File: config.mk
export PLATFORM = sky130hd
export DESIGN_NAME = gha_ram
export DESIGN_NICKNAME = d
export VERILOG_FILES = /design/src/sv/gha_ram.sv
export SDC_FILE = /design/constraint.sdc
export NUM_CORES = 2
export LEC_CHECK = 0
export BUFFER_PORTS_ARGS = -buffer_cell sky130_fd_sc_hd__buf_2
export CAP_MARGIN = 5
export CORE_MARGIN = 2
export CORE_UTILIZATION = 50
export CTS_BUF_LIST = sky130_fd_sc_hd__clkbuf_4 sky130_fd_sc_hd__clkbuf_8
export DETAILED_ROUTE_END_ITERATION = 7
export PLACE_DENSITY = 0.77
export SLEW_MARGIN = 5
export SYNTH_ARGS = -nofsm -noshare
export SYNTH_HDL_FRONTEND = slang
export SYNTH_SLANG_ARGS = --single-unit
export TNS_END_PERCENT = 20
File: constraint.sdc
create_clock -name clk -period 4 [get_ports clk]
set_input_delay 0.4 -clock clk [delete_from_list [all_inputs] [get_ports clk]]
set_output_delay 0.4 -clock clk [all_outputs]
set_load 0.02 [all_outputs]
File: src/sv/gha_ram.sv
// Generic single-write, single-read RAM with a registered read port.
// A read and a write to the same address in one cycle return the old data.
`default_nettype none

module gha_ram #(
    parameter int WIDTH = 8,
    parameter int DEPTH = 256,
    localparam int AW = $clog2(DEPTH)
) (
    input  wire logic             clk,
    input  wire logic             we,
    input  wire logic [AW-1:0]    waddr,
    input  wire logic [WIDTH-1:0] wdata,
    input  wire logic             re,
    input  wire logic [AW-1:0]    raddr,
    output logic      [WIDTH-1:0] rdata
);

    logic [WIDTH-1:0] mem [DEPTH];

    always_ff @(posedge clk)
    begin
        if (we)
        begin
            mem[waddr] <= wdata;
        end
        if (re)
        begin
            rdata <= mem[raddr];
        end
    end

endmodule

`default_nettype wire

# After elaboration in Yosys (flattened, before gate mapping)
# Memories as Yosys holds them, arrays and structs flattened. A register that Yosys moved wholly into a read port is not among the register bits.
# Cells that the tools add are included.
[word_totals]
regBits = 0
ramBits = 2048
inputBits = 27
word_cells = 3
memories = 1
[classes]
n_mux = 2
[memory_table]
columns = ["memory", "words", "word_bits", "read_ports", "rd_clocked_by_memory_dff", "wr", "line_no", "rtl"]
rows = [
  ["mem", 256, 8, 1, 1, 1, "19", "logic [WIDTH-1:0] mem [DEPTH];"],
]
[op_table]
columns = ["cell", "count"]
rows = [
  ["$mux W1", 2],
]

# Logic depth before layout (Yosys ltp)
[depth]
depth_word = 2
depth_mapped = 11
ltp_nobuf = 6

# Worst setup path before layout
# Ideal clock, no wire load.
[synth_timing]
path_type = "input port to flip-flop"
startpoint = "in raddr[0]"
endpoint = "reg rdata[2] (read register of mem), data pin"
setup_time_ns = 0.269
t_arrival_ns = 2.207
slack_ns = 1.524
stages = 9
cell_sequence = "buf_6 -> buf_12 -> buf_8 -> buf_2 -> mux4_2 -> a22oi_1 -> a21oi_1 -> nor4_1 -> nor4_2"
[synth_lines]
columns = ["element", "line_no", "rtl"]
rows = [
  ["from (decl)", "15", "input wire logic [AW-1:0] raddr,"],
  ["to (decl)", "16", "output logic [WIDTH-1:0] rdata"],
]

==> flow_summary.yaml <==
min_path:
  min_path_cells: 3
  hold_path_class: "in -> reg"
floorplanning:
  fp.dieW_um: 403
  coreArea_mm2: 0.158
  io_pins: 35
  row_count: 146
  start_util_pct: 50.3
  die_area_mm2: 0.162
  chipHeight_um: 403
yosys:
  ys_warn_count: 0
  seq_area_frac_synth_pct: 77.5
  dominantRegCellSynth: "edfxtp_1"
  syn_avg_cell_area_um2: 21.3
  synthesis.area_mm2: 0.0796
  synth_cell_types: 54
  synth_nets: 3760
  ys_seq_elements: 2056
  synth_edf_count: 2056
  async_reset_ff_share_pct: 0
  netlist_instances: 3733
run:
  maxCapViolCount: 0
sta:
  rsz0062_at_grt: "no"
  worstMarginPinSlew_ps: 1340
  hold_slack_ps: 81.6
  fin_crit_ps: 3070
  slew_headroom_pct: 10.7
  slew_violations: 0
  period_share_pct: 76.8
  fmax_ghz: 0.325
  timing.final.ws_setup_ps: 927
  finClkSkew_ps: 65.7
  setup_violations: 0
  finalHoldViolCount: 0
  finalSetupTns_ps: 0
global_routing:
  overflow: 0
  grt_max_degree: 151
  grt_use_total_pct: 23.4
  antenna_found_initial: 15
  first_global_vias: 40510
  grt_pass1_wl_um: 275000
layout:
  final_util_pct: 56.3
  area_growth_pct: 11.8
  finish.net_count: 4110
  layout-drive-gt1-share_pct: 27.7
  mostFrequentLayoutCells: "2056 x edfxtp_1, 454 x mux4_2, 338 x clkbuf_8"
  final_common_cell: "edfxtp_1"
  fillers: 11178
drt:
  num_vias: 40656
  drt_iter0_drc: 5904
  dr.pass1.iters: 6
  drc: 0
  ant_nets: 0
  totalWireLength_um: 190000
  post_drt_wl_per_cell_um: 29.7
  viasPerCell: 6.37
placed_design:
  dp_hpwl_um: 117000
  io_buffers: 34
  place_ws_ps: 109
  place.gp.congestion: 0.891
pwr:
  vdd.ir_drop.worst_uv: 440
  power_mw: 42.6
  power.leakage_nw: 27.8
  p_per_area_mw_per_mm2: 478
clocking:
  cts_setup_buffers: 0
  hold_buffers: 3
  cts_resized: 0
  clkLatencyLatePin_ps: 1020
  numCtsBuffers: 324
  htreeDepth: 5
  clk_pin_slew_worst_paths_ps: 60
  cts-root-buf: "clkbuf_8"
  cts_tree: "yes"
  cts.path.max_buffers: 4
  clock-sinks: 2056
run_status:
  status: "complete, no violations"
worst_setup_path:
  crit_arrival_ps: 3800
  critPathCapture: "rdata[2]"
  worst-setup-path-type: "reg -> reg"
  crit_required_ps: 4730
  startpoint_type: "flip-flop"
  crit_start: "mem[83][2]"
  endpoint_kind: "flip-flop"
  reg2reg_from: "mem[83][2]"
  path_max_fanout: 1
  worst-r2r-setup-slack_ps: 930
  reg2regPathDepth: 6
  timing.rr.end: "rdata[2]"
-- kinds of logic (layout without fill, tap and decap cells) --
kind of cell	after synthesis	count (layout)	share of synthesized area (%)
buffers and inverters	235	812	1.83
other	0	2	0
AO/OA/AOI/OAI	385	385	3.42
multiplexers	591	591	14.6
AND/OR/NAND/NOR	466	466	2.63
flip-flops	2056	2056	77.5
-- layer usage --
layer / up-vias / global-route usage [%] / share of wire, %
li1: 16424 / - / -
met1: 21000 / 32.1 / 36
met2: 2793 / 36.0 / 48
met3: 421 / 6.70 / 13
met4: 18 / 8.38 / 3.4
met5: - / 0 / 0.061
-- layout make-up --
cell class	instances	area, um2	area share [%]
Sequential cell	2056	61700	69.3
Clock inverter	128	657	0.738
Multi-Input combinational cell	1442	16500	18.5
Timing Repair Buffer	257	2310	2.59
Antenna cell	2	5.00	0.00562
Tap cell	2072	2590	2.91
Clock buffer	425	5260	5.90
Inverter	2	7.51	0.00843
-- state kept, by name, indices dropped and copies added, names as in the netlist --
register  count
rdata         8
mem        2048
-- synthesized netlist by cell type, types with 2 or more instances --
library cell,number,area (um2)
nand4_1,10,62.6
a221oi_1,13,114
mux4_1,2,52.6
edfxtp_1,2056,61700
o221ai_1,46,403
o22a_1,5,43.8
nor3_1,22,110
nand2b_1,8,50.1
buf_2,31,155
nor4_2,3,37.5
buf_4,27,203
a22o_1,8,70.1
clkbuf_1,111,417
a22oi_1,133,998
nand3_1,34,170
a21oi_1,96,480
a2111oi_0,2,17.5
o22ai_1,28,175
nor2_1,282,1060
a211oi_1,16,120
nor4_1,24,150
o32ai_1,4,35.0
a311oi_1,2,17.5
mux4_2,454,10200
buf_6,21,236
a31oi_1,2,12.5
buf_12,8,160
nor2b_1,31,194
buf_1,22,82.6
a2111oi_1,2,20.0
nand3b_1,2,15.0
mux2i_1,134,1340
buf_8,13,195
o21ai_1,2,10.0
and3b_1,2,17.5
and2_1,6,37.5
o21ai_0,10,50.1
o211ai_1,10,75.1
nand2_1,33,124
or2_2,4,25.0
-- power breakdown --
group | internal, mW | switching [mW]
logic | 0.762 | 1.41
registers | 23.8 | 0.0338
clock network | 8.77 | 7.84
-- critical path: stages (launching register included) --
cell and delay, ps:
edfxtp_1 360, mux4_2 530, mux4_2 530, nor2b_1 190, nor4_1 910, buf_4 250, nor4_2 40
-- metrics by stage --
stage	instance area (um2)	cells
final	89000	6384
after global routing	89000	6383
after CTS	89000	6382
after detailed placement	83100	5826
after global placement	83100	5826
after floorplan	79600	3733
-- worst min-delay path by stage --
stage                         from          end  slack, ps
after floorplan           wdata[0]    mem[0][0]        500
after global placement    wdata[0]  mem[245][0]        760
after detailed placement  wdata[0]  mem[244][0]        780
after CTS                 waddr[2]  mem[157][2]         10
after global routing      waddr[2]  mem[157][3]         70
final                     waddr[2]  mem[157][2]         80
(Power assumes the default switching activity.)
